--- src/mcrc_pkg.sv ---
package mcrc_pkg;

    localparam int CODE_W            = 15;
    localparam int LEN_W             = 3;
    localparam int DEF_MAX_MOTIF_LEN = 6;
    localparam int RECIP_SHIFT       = 18;
    localparam int RECIP_W           = 19;

    // Offset of the first code of each motif length; entry seven is the top threshold.
    function automatic logic [CODE_W-1:0] motif_base(input logic [LEN_W-1:0] len);
        logic [CODE_W-1:0] b;
        unique case (len)
            3'd0:    b = 15'd0;
            3'd1:    b = 15'd0;
            3'd2:    b = 15'd4;
            3'd3:    b = 15'd36;
            3'd4:    b = 15'd228;
            3'd5:    b = 15'd1252;
            3'd6:    b = 15'd6372;
            3'd7:    b = 15'd30948;
            default: b = 15'd0;
        endcase
        return b;
    endfunction

    // Rounded-up reciprocal of the length, scaled by two to the RECIP_SHIFT.
    function automatic logic [RECIP_W-1:0] len_recip(input logic [LEN_W-1:0] len);
        logic [RECIP_W-1:0] r;
        unique case (len)
            3'd1:    r = 19'd262144;
            3'd2:    r = 19'd131072;
            3'd3:    r = 19'd87382;
            3'd4:    r = 19'd65536;
            3'd5:    r = 19'd52429;
            3'd6:    r = 19'd43691;
            default: r = 19'd0;
        endcase
        return r;
    endfunction

endpackage

--- src/motif_code_reverse_complement_top.sv ---
// Accepts one code per cycle while the result is not stalled, through four register stages
// (classify, reciprocal multiply, remainder and base shuffle, re-encode).
// A stalled result holds every stage behind it; a stage with no valid beat still takes one.
// Reset clears the stage valid bits asynchronously; the data registers are not reset.
module motif_code_reverse_complement_top
    import mcrc_pkg::*;
#(
    parameter int MAX_MOTIF_LEN = DEF_MAX_MOTIF_LEN
)
(
    input  logic              clk,
    input  logic              rst_n,
    input  logic              code_valid,
    output logic              code_ready,
    input  logic [CODE_W-1:0] in_code,
    output logic              rc_valid,
    input  logic              rc_ready,
    output logic [CODE_W-1:0] rc_code,
    output logic [LEN_W-1:0]  motif_len,
    output logic              out_of_range
);

    localparam int MW    = 2 * MAX_MOTIF_LEN;
    localparam int IDX_W = $clog2(MAX_MOTIF_LEN);
    localparam int PW    = CODE_W + RECIP_W;

    logic v1_reg, v2_reg, v3_reg, v4_reg;
    logic adv1, adv2, adv3, adv4;

    logic [LEN_W-1:0]  len1_reg, len2_reg, len3_reg;
    logic [CODE_W-1:0] rem1_reg, rem2_reg;
    logic              oor1_reg, oor2_reg, oor3_reg;
    logic [MW-1:0]     q2_reg;
    logic [LEN_W-1:0]  oh3_reg;
    logic [MW-1:0]     fresh3_reg;

    logic [CODE_W-1:0] rc_code_reg;
    logic [LEN_W-1:0]  motif_len_reg;
    logic              oor4_reg;

    logic [LEN_W-1:0]  len1_next;
    logic [CODE_W-1:0] rem1_next;
    logic              oor1_next;
    logic [PW-1:0]     prod2;
    logic [MW-1:0]     q2_next;
    logic [CODE_W-1:0] rem_low;
    logic [LEN_W-1:0]  oh3_next;
    logic [MW-1:0]     fresh3_next;
    logic [CODE_W-1:0] rc_code_next;

    assign adv4       = !v4_reg || rc_ready;
    assign adv3       = !v3_reg || adv4;
    assign adv2       = !v2_reg || adv3;
    assign adv1       = !v1_reg || adv2;
    assign code_ready = adv1;

    always_ff @(posedge clk or negedge rst_n)
    begin
        if (!rst_n)
        begin
            v1_reg <= 1'b0;
            v2_reg <= 1'b0;
            v3_reg <= 1'b0;
            v4_reg <= 1'b0;
        end
        else
        begin
            if (adv1)
            begin
                v1_reg <= code_valid;
            end
            if (adv2)
            begin
                v2_reg <= v1_reg;
            end
            if (adv3)
            begin
                v3_reg <= v2_reg;
            end
            if (adv4)
            begin
                v4_reg <= v3_reg;
            end
        end
    end

    // Stage one finds the length from the thresholds and strips the length offset.
    always_comb
    begin
        len1_next = 3'd1;
        for (int l = 2; l <= MAX_MOTIF_LEN; l++)
        begin
            if (in_code >= motif_base(LEN_W'(l)))
            begin
                len1_next = LEN_W'(l);
            end
        end
        oor1_next = (in_code >= motif_base(LEN_W'(MAX_MOTIF_LEN + 1)));
        rem1_next = in_code - motif_base(len1_next);
    end

    // Stage two divides by the length through its reciprocal.
    assign prod2   = PW'(rem1_reg) * PW'(len_recip(len1_reg));
    assign q2_next = MW'(prod2 >> RECIP_SHIFT);

    // Stage three recovers the overhang, then rotates, reverses and complements the bases.
    always_comb
    begin
        logic [1:0] pairs [MAX_MOTIF_LEN];
        int         idx;
        rem_low  = rem2_reg - CODE_W'(q2_reg) * CODE_W'(len2_reg);
        oh3_next = rem_low[LEN_W-1:0];
        for (int i = 0; i < MAX_MOTIF_LEN; i++)
        begin
            pairs[i] = q2_reg[2*i +: 2];
        end
        fresh3_next = '0;
        for (int j = 0; j < MAX_MOTIF_LEN; j++)
        begin
            idx = 2 * int'(len2_reg) - 1 - j - int'(oh3_next);
            if (idx >= int'(len2_reg))
            begin
                idx = idx - int'(len2_reg);
            end
            if (j < int'(len2_reg))
            begin
                fresh3_next[2*j +: 2] = ~pairs[IDX_W'(idx)];
            end
        end
    end

    // Stage four re-encodes with the same length and overhang.
    assign rc_code_next = motif_base(len3_reg)
                        + CODE_W'(fresh3_reg) * CODE_W'(len3_reg)
                        + CODE_W'(oh3_reg);

    always_ff @(posedge clk)
    begin
        if (adv1)
        begin
            len1_reg <= len1_next;
            rem1_reg <= rem1_next;
            oor1_reg <= oor1_next;
        end
        if (adv2)
        begin
            len2_reg <= len1_reg;
            rem2_reg <= rem1_reg;
            oor2_reg <= oor1_reg;
            q2_reg   <= q2_next;
        end
        if (adv3)
        begin
            len3_reg   <= len2_reg;
            oor3_reg   <= oor2_reg;
            oh3_reg    <= oh3_next;
            fresh3_reg <= fresh3_next;
        end
        if (adv4)
        begin
            oor4_reg      <= oor3_reg;
            rc_code_reg   <= oor3_reg ? '0 : rc_code_next;
            motif_len_reg <= oor3_reg ? '0 : len3_reg;
        end
    end

    assign rc_valid     = v4_reg;
    assign rc_code      = rc_code_reg;
    assign motif_len    = motif_len_reg;
    assign out_of_range = oor4_reg;

    a_oor_zero: assert property (@(posedge clk) disable iff (!rst_n)
        rc_valid && out_of_range |-> rc_code == '0 && motif_len == '0)
        else $error("out-of-range result carries nonzero fields");

    a_len_span: assert property (@(posedge clk) disable iff (!rst_n)
        rc_valid && !out_of_range |-> motif_len != '0 && motif_len <= LEN_W'(MAX_MOTIF_LEN))
        else $error("decoded length outside the supported span");

    a_oh_below_len: assert property (@(posedge clk) disable iff (!rst_n)
        v3_reg && !oor3_reg |-> oh3_reg < len3_reg)
        else $error("overhang not below the motif length");

    a_ready_free: assert property (@(posedge clk) disable iff (!rst_n)
        !(v1_reg && v2_reg && v3_reg && v4_reg) |-> code_ready)
        else $error("input held off while the pipeline has a free stage");

endmodule
--- config.mk ---
export PLATFORM = sky130hd
export DESIGN_NAME = motif_code_reverse_complement_top
export DESIGN_NICKNAME = d
export VERILOG_FILES = /design/src/mcrc_pkg.sv /design/src/motif_code_reverse_complement_top.sv
export SDC_FILE = /design/constraint.sdc
export NUM_CORES = 1
export LEC_CHECK = 0
export BUFFER_PORTS_ARGS = -buffer_cell sky130_fd_sc_hd__buf_2
export CORE_ASPECT_RATIO = 0.7
export CORE_UTILIZATION = 70
export DETAILED_ROUTE_END_ITERATION = 10
export PLACE_DENSITY = 0.88
export SYNTH_ARGS = -nofsm -noshare
export SYNTH_HDL_FRONTEND = slang
export SYNTH_SLANG_ARGS = --single-unit
--- constraint.sdc ---
create_clock -name clk -period 12.1 [get_ports clk]
set_input_delay 0.605 -clock clk [delete_from_list [all_inputs] [get_ports clk]]
set_output_delay 0.605 -clock clk [all_outputs]
set_load 0.05 [all_outputs]
**After elaboration in Yosys (flattened, before gate mapping)**

Memories as Yosys holds them, arrays and structs flattened. A register that Yosys moved wholly into a read port is not among the register bits.
Index checks and enable logic that the tools add are counted.

- $add $sub $neg: 22
- Multipliers: 3
- Divide/modulo/power cells: 0
- $lt $le $gt $ge: 24
- Equality and inequality tests: 6
- Shifts and indexed selects: 0
- Mux-type cells: 31
- Bitwise operators: 12
- Reductions and logical operators: 8

Operator list:

| cell | count |
|---|---|
| 19-bit case mux with 6 select lines | 1 |
| 2-bit binary-select mux with 3-bit select | 6 |
| 7-bit by 4-bit greater-or-equal comparator with 1-bit output | 5 |
| 6-bit by 4-bit subtractor with 7-bit output | 5 |
| 3-bit 2-to-1 mux | 11 |
| 15-bit by 19-bit multiplier with 30-bit output | 1 |
| 2-bit 2-to-1 mux | 13 |
| 3-bit by 4-bit greater-or-equal comparator with 1-bit output (second input constant) | 6 |
| 3-bit subtractor | 7 |
| 3-bit NOT | 6 |
| 15-bit adder | 1 |
| 15-bit by 3-bit adder with 15-bit output | 1 |
| 15-bit by 11-bit greater-or-equal comparator with 1-bit output (second input constant) | 1 |
| 15-bit by 13-bit greater-or-equal comparator with 1-bit output (second input constant) | 1 |
| 15-bit greater-or-equal comparator (second input constant) | 1 |
| 15-bit by 3-bit greater-or-equal comparator with 1-bit output (second input constant) | 1 |
| 15-bit by 6-bit greater-or-equal comparator with 1-bit output (second input constant) | 1 |
| 15-bit by 8-bit greater-or-equal comparator with 1-bit output (second input constant) | 1 |
| 12-bit by 3-bit multiplier with 15-bit output | 1 |
| 15-bit subtractor | 1 |
| 12-bit by 3-bit multiplier with 3-bit output | 1 |
| 2-bit NOT | 6 |
| 5-bit by 3-bit subtractor with 6-bit output (second input constant) | 2 |
| 5-bit by 4-bit subtractor with 6-bit output (second input constant) | 2 |
| other kinds (12) | 24 |

- Bits in registers: 80
- Latch bits: 0
- Memory bits (writable): 0
- ROM bits: 144
- Input bits: 19
- Output and inout port bits: 21
- Logic and storage cells: 131
- Memories: 2

Memory list:

| memory | words | bits a word | read ports | clocked after Yosys merged registers in | write ports | RTL line | source |
|---|---|---|---|---|---|---|---|
| (name not given) | 8 | 9 | 1 | 1 | 0 | mcrc_pkg.sv:12 | `unique case (len)` |
| (name not given) | 8 | 9 | 1 | 0 | 0 | mcrc_pkg.sv:12 |  |

**Longest topological paths before layout**

- Depth in word-level cells: 10
- Mapped depth: 28
- Gate-level depth less buffers: 25

**Worst setup path before layout**

Ideal clock, no wire load.

- Path kind: register to register
- Start point: register len1_reg[1]
- End point: register q2_reg[8], data pin
- Setup time: 258 ps
- Arrival: 6360 ps
- Required time: 11842 ps
- Slack: 5483 ps
- Stages on the path, launching flop included: 27
- Path buffers: 3
- Clock period less this slack: 6617 ps
- Cell sequence: edfxtp_1 buf_2 nor2b_1 and2_1 clkbuf_1 clkbuf_1 nand2_1 fa_1 fa_1 inv_1 fa_1 inv_1 fa_1 inv_1 fa_1 inv_1 fa_1 inv_1 ha_1 nand4_1 nor2_1 a32oi_1 or3_1 a21o_1 a31oi_1 nor2_1 xnor2_1

- Word-level cells in the longest chain between the ends: 3
- Elaborated cells between the ends (all ways): 8
- Those cells by class: mul (1); eq/ne (6); mux (1)

RTL lines:

| item | RTL line | source |
|---|---|---|
| from (decl) | motif_code_reverse_complement_top.sv:30 | `logic [LEN_W-1:0] len1_reg, len2_reg, len3_reg;` |
| from (signal assigned) | motif_code_reverse_complement_top.sv:141 | `len1_reg <= len1_next;` |
| 3-bit == test, or another cell as far along | mcrc_pkg.sv:29 | `unique case (len)` |
| 19-bit case mux with 6 select lines (*) | mcrc_pkg.sv:29 |  |
| 15-bit by 19-bit multiplier with 30-bit output (*) | motif_code_reverse_complement_top.sv:103 | `assign prod2 = PW'(rem1_reg) * PW'(len_recip(len1_reg));` |
| named net prod2[26] | motif_code_reverse_complement_top.sv:44 | `logic [PW-1:0] prod2;` |
| to (signal assigned) | motif_code_reverse_complement_top.sv:150 | `q2_reg <= q2_next;` |
| to (decl) | motif_code_reverse_complement_top.sv:33 | `logic [MW-1:0] q2_reg;` |

Mark *: on every way through the listed nets, which the timed path passes. The rest lies on a longest branch.
A chain may end at the register's enable or synchronous reset.

**Worst setup path after layout**

- Start point: register len1_reg[0]
- End point: register q2_reg[10], data pin

The elaborated chain is that of the path after synthesis.

==> flow_summary.json <==
{
  "status": "complete, no violations",
  "numCtsBuffers": 9,
  "fp.coreArea_um2": 18100,
  "synth_xor_xnor_area_share_pct": 3.69,
  "drive_gt1_share_pct": 6.35,
  "cts_root_buf": "clkbuf_16",
  "drc_errors": 0,
  "synth_top_area_cell": "fa_1",
  "dr.first_iter.drc_count": 1123,
  "mostFrequentLayoutCell": "inv_1",
  "final_cell_mix": "inv_1 (296), fa_1 (192), ha_1 (139)",
  "cts.sinks": 86,
  "syn_area_per_cell_um2": 9.82,
  "synth_top_area_share_pct": 29.6,
  "endpoint_kind": "flop",
  "syn_nets": 1670,
  "cts_tree": "done",
  "synth_top_family_by_area": "adder cells",
  "dpl-instance-area_um2": 13400,
  "synthTopCellsByArea": "fa_1 (30%), edfxtp_1 (18%), ha_1 (13%), inv_1 (8.6%), nand2_1 (3.8%)",
  "wl_per_cell_um": 19.9,
  "ys_seq_area_share_pct": 19.3,
  "finalSetupViolations": 0,
  "grt_first_pass_wirelength_mm": 51.0,
  "fmax_mhz": 136,
  "final_util_pct": 75.6,
  "fin_crit_sh_pct": 60.7,
  "rsz0062_at_grt": "false",
  "reg2reg_slack_ns": 4.76,
  "path_max_fanout": 16,
  "ys_ff_latch": 86,
  "cp_slowest_cell": "o21a_1",
  "overflow": 0,
  "cpPeakStageDelay_ns": 0.54,
  "skew_ns": 0.0109,
  "grt_antenna_before_repair": 0,
  "ctsResizeCount": 0,
  "fin_crit_ns": 7.34,
  "syn_to_final_growth_pct": 5.25,
  "synth-adder-area-share_pct": 43.1,
  "arrival_ns": 7.43,
  "use_met3_pct": 8.45,
  "initial_core_util_pct": 71.8,
  "ctsHoldBuffers": 0,
  "clk_latency_ns": 0.36,
  "syn_inst": 1320,
  "grt_pass1_vias": 9874,
  "die_h_um": 116,
  "design_area_um2": 13600,
  "path_cells": "nor2b_1 -> o21a_1 -> and2_1 -> inv_1 -> fa_1 -> inv_1 -> fa_1 -> inv_1 -> fa_1 -> inv_1 -> fa_1 -> fa_1 -> inv_1 -> fa_1 -> inv_1 -> ha_1 -> a21oi_1 -> a21boi_0 -> a311oi_1 -> o21a_1 -> a21o_1 -> nand3_1 -> a31oi_1 -> xnor2_1",
  "num_antenna_cells": 0,
  "grt_use_met2_pct": 55.0,
  "setup.worst_path.start_class": "flop",
  "timing.final.ws_setup_ns": 4.76,
  "antenna_left": 0,
  "synth-compound-area-share_pct": 7.88,
  "cts_buffer_depth": 2,
  "postCtsSetupBuffers": 0,
  "synthDistinctLibCells": 77,
  "slew_violations": 0,
  "place_congestion": 0.997,
  "dpl.hpwl_mm": 25.7,
  "tns_ns": 0,
  "vias": 9631,
  "hold_class": "in2async",
  "synthFlopType": "edfxtp_1",
  "grt_max_degree": 22,
  "async_flop_share_pct": 4.65,
  "syn_area_um2": 13000,
  "crit_buf_inv": 6,
  "fp.dieW_um": 165,
  "use_met1_pct": 51.5,
  "clkSlewWorstSetupHoldPaths_ns": 0.07,
  "totalWireLength_mm": 31.6,
  "htree_levels": 3,
  "synthSimpleGateAreaFrac_pct": 12.4,
  "drv_cap": 0,
  "synth.area.mux_share_pct": 4.07,
  "die_area_um2": 19100,
  "pin_count": 40,
  "post-place-ws_ns": 4.89,
  "critPathKind": "reg2reg",
  "seqCellArea_um2": 2500,
  "multi_input_area_um2": 9220,
  "worst_pin_slew_ns": 1.07,
  "hold_violations": 0,
  "crit_family": "adder cells",
  "synth_edf_count": 76,
  "relSlewSlack_pct": 28.4,
  "drtPass1Iterations": 6,
  "critPathRequiredTime_ns": 12.19,
  "synth_warnings": 0,
  "io_buffers": 39,
  "fillerInstances": 1227,
  "track_usage_pct": 35.8,
  "row_count": 41,
  "fin_nets": 1699,
  "grt.busiest_layer": "met2",
  "avgViaCountPerCell": 6.06
}
[worst reg2reg max path, cell delays in order (launching register included)]
cell	delay (ns)
edfxtp_1	0.52
nor2b_1	0.33
o21a_1	0.54
and2_1	0.30
inv_1	0.08
fa_1	0.51
inv_1	0.08
fa_1	0.54
inv_1	0.06
fa_1	0.51
inv_1	0.07
fa_1	0.50
fa_1	0.54
inv_1	0.06
fa_1	0.53
inv_1	0.04
ha_1	0.32
a21oi_1	0.17
a21boi_0	0.12
a311oi_1	0.32
o21a_1	0.20
a21o_1	0.25
nand3_1	0.16
a31oi_1	0.23
xnor2_1	0.10
[Yosys cell counts, drive strengths merged (3+ instances only)]
library cell	count
a211oi	5
a21boi	5
a21o	15
a21oi	41
a221o	4
a31oi	12
and2	38
and3	11
buf	9
clkbuf	16
dfrtp	4
dfxtp	6
edfxtp	76
fa	192
ha	139
inv	300
mux2	4
mux2i	45
nand2	132
nand2b	16
nand3	7
nand4	4
nor2	57
nor2b	16
nor3	26
nor3b	6
o21a	4
o21ai	24
o21bai	3
o22ai	11
o31ai	5
or2	3
or3	3
or4	4
xnor2	31
xor2	18
[cells by family after synthesis]
kind of cell | Yosys count
compound gates | 146
simple gates | 332
fa+ha+maj | 331
buf+inv | 325
flops | 86
mux | 49
other cells | 1
xor+xnor | 50
[layer usage]
| layer | routed length, um | part of all wire [%] |
|---|---|---|
| met4 | 692 | 2.2 |
| met3 | 3830 | 12 |
| met1 | 12900 | 41 |
| met5 | 0 | 0 |
| met2 | 14200 | 45 |
[final timing paths]
check                                      start                   end  cells past startpoint
min in group clk              oor1_reg$_DFFE_PP_    oor2_reg$_DFFE_PP_                      0
hold / removal                             rst_n  rc_valid$_DFFE_PN0P_                      1
setup / recovery           len1_reg[0]$_DFFE_PP_  q2_reg[10]$_DFFE_PP_                     24
hold reg to reg               oor1_reg$_DFFE_PP_    oor2_reg$_DFFE_PP_                      0
max in group asynchronous                  rst_n    v1_reg$_DFFE_PN0P_                      1
setup reg to reg           len1_reg[0]$_DFFE_PP_  q2_reg[10]$_DFFE_PP_                     24
[metrics by stage]
step / hold WS (ns) / std cells
after global routing: 0.0499 / 1590
after floorplan: 0.309 / 1320
final: 0.0559 / 1590
after CTS: 0.0538 / 1590
after global placement: 0.421 / 1574
after detailed placement: 0.407 / 1574
[layout make-up]
| class | instances | share of cell area (%) |
|---|---|---|
| Tap cell | 236 | 2.16 |
| Inverter | 300 | 8.25 |
| Timing Repair Buffer | 43 | 1.65 |
| Clock buffer | 9 | 1.65 |
| Sequential cell | 86 | 18.3 |
| Clock inverter | 7 | 0.376 |
| Multi-Input combinational cell | 909 | 67.6 |
Power is left out: the tool's default activity adds up to more than one toggle a clock period on the data nets, which glitch-free logic cannot reach.
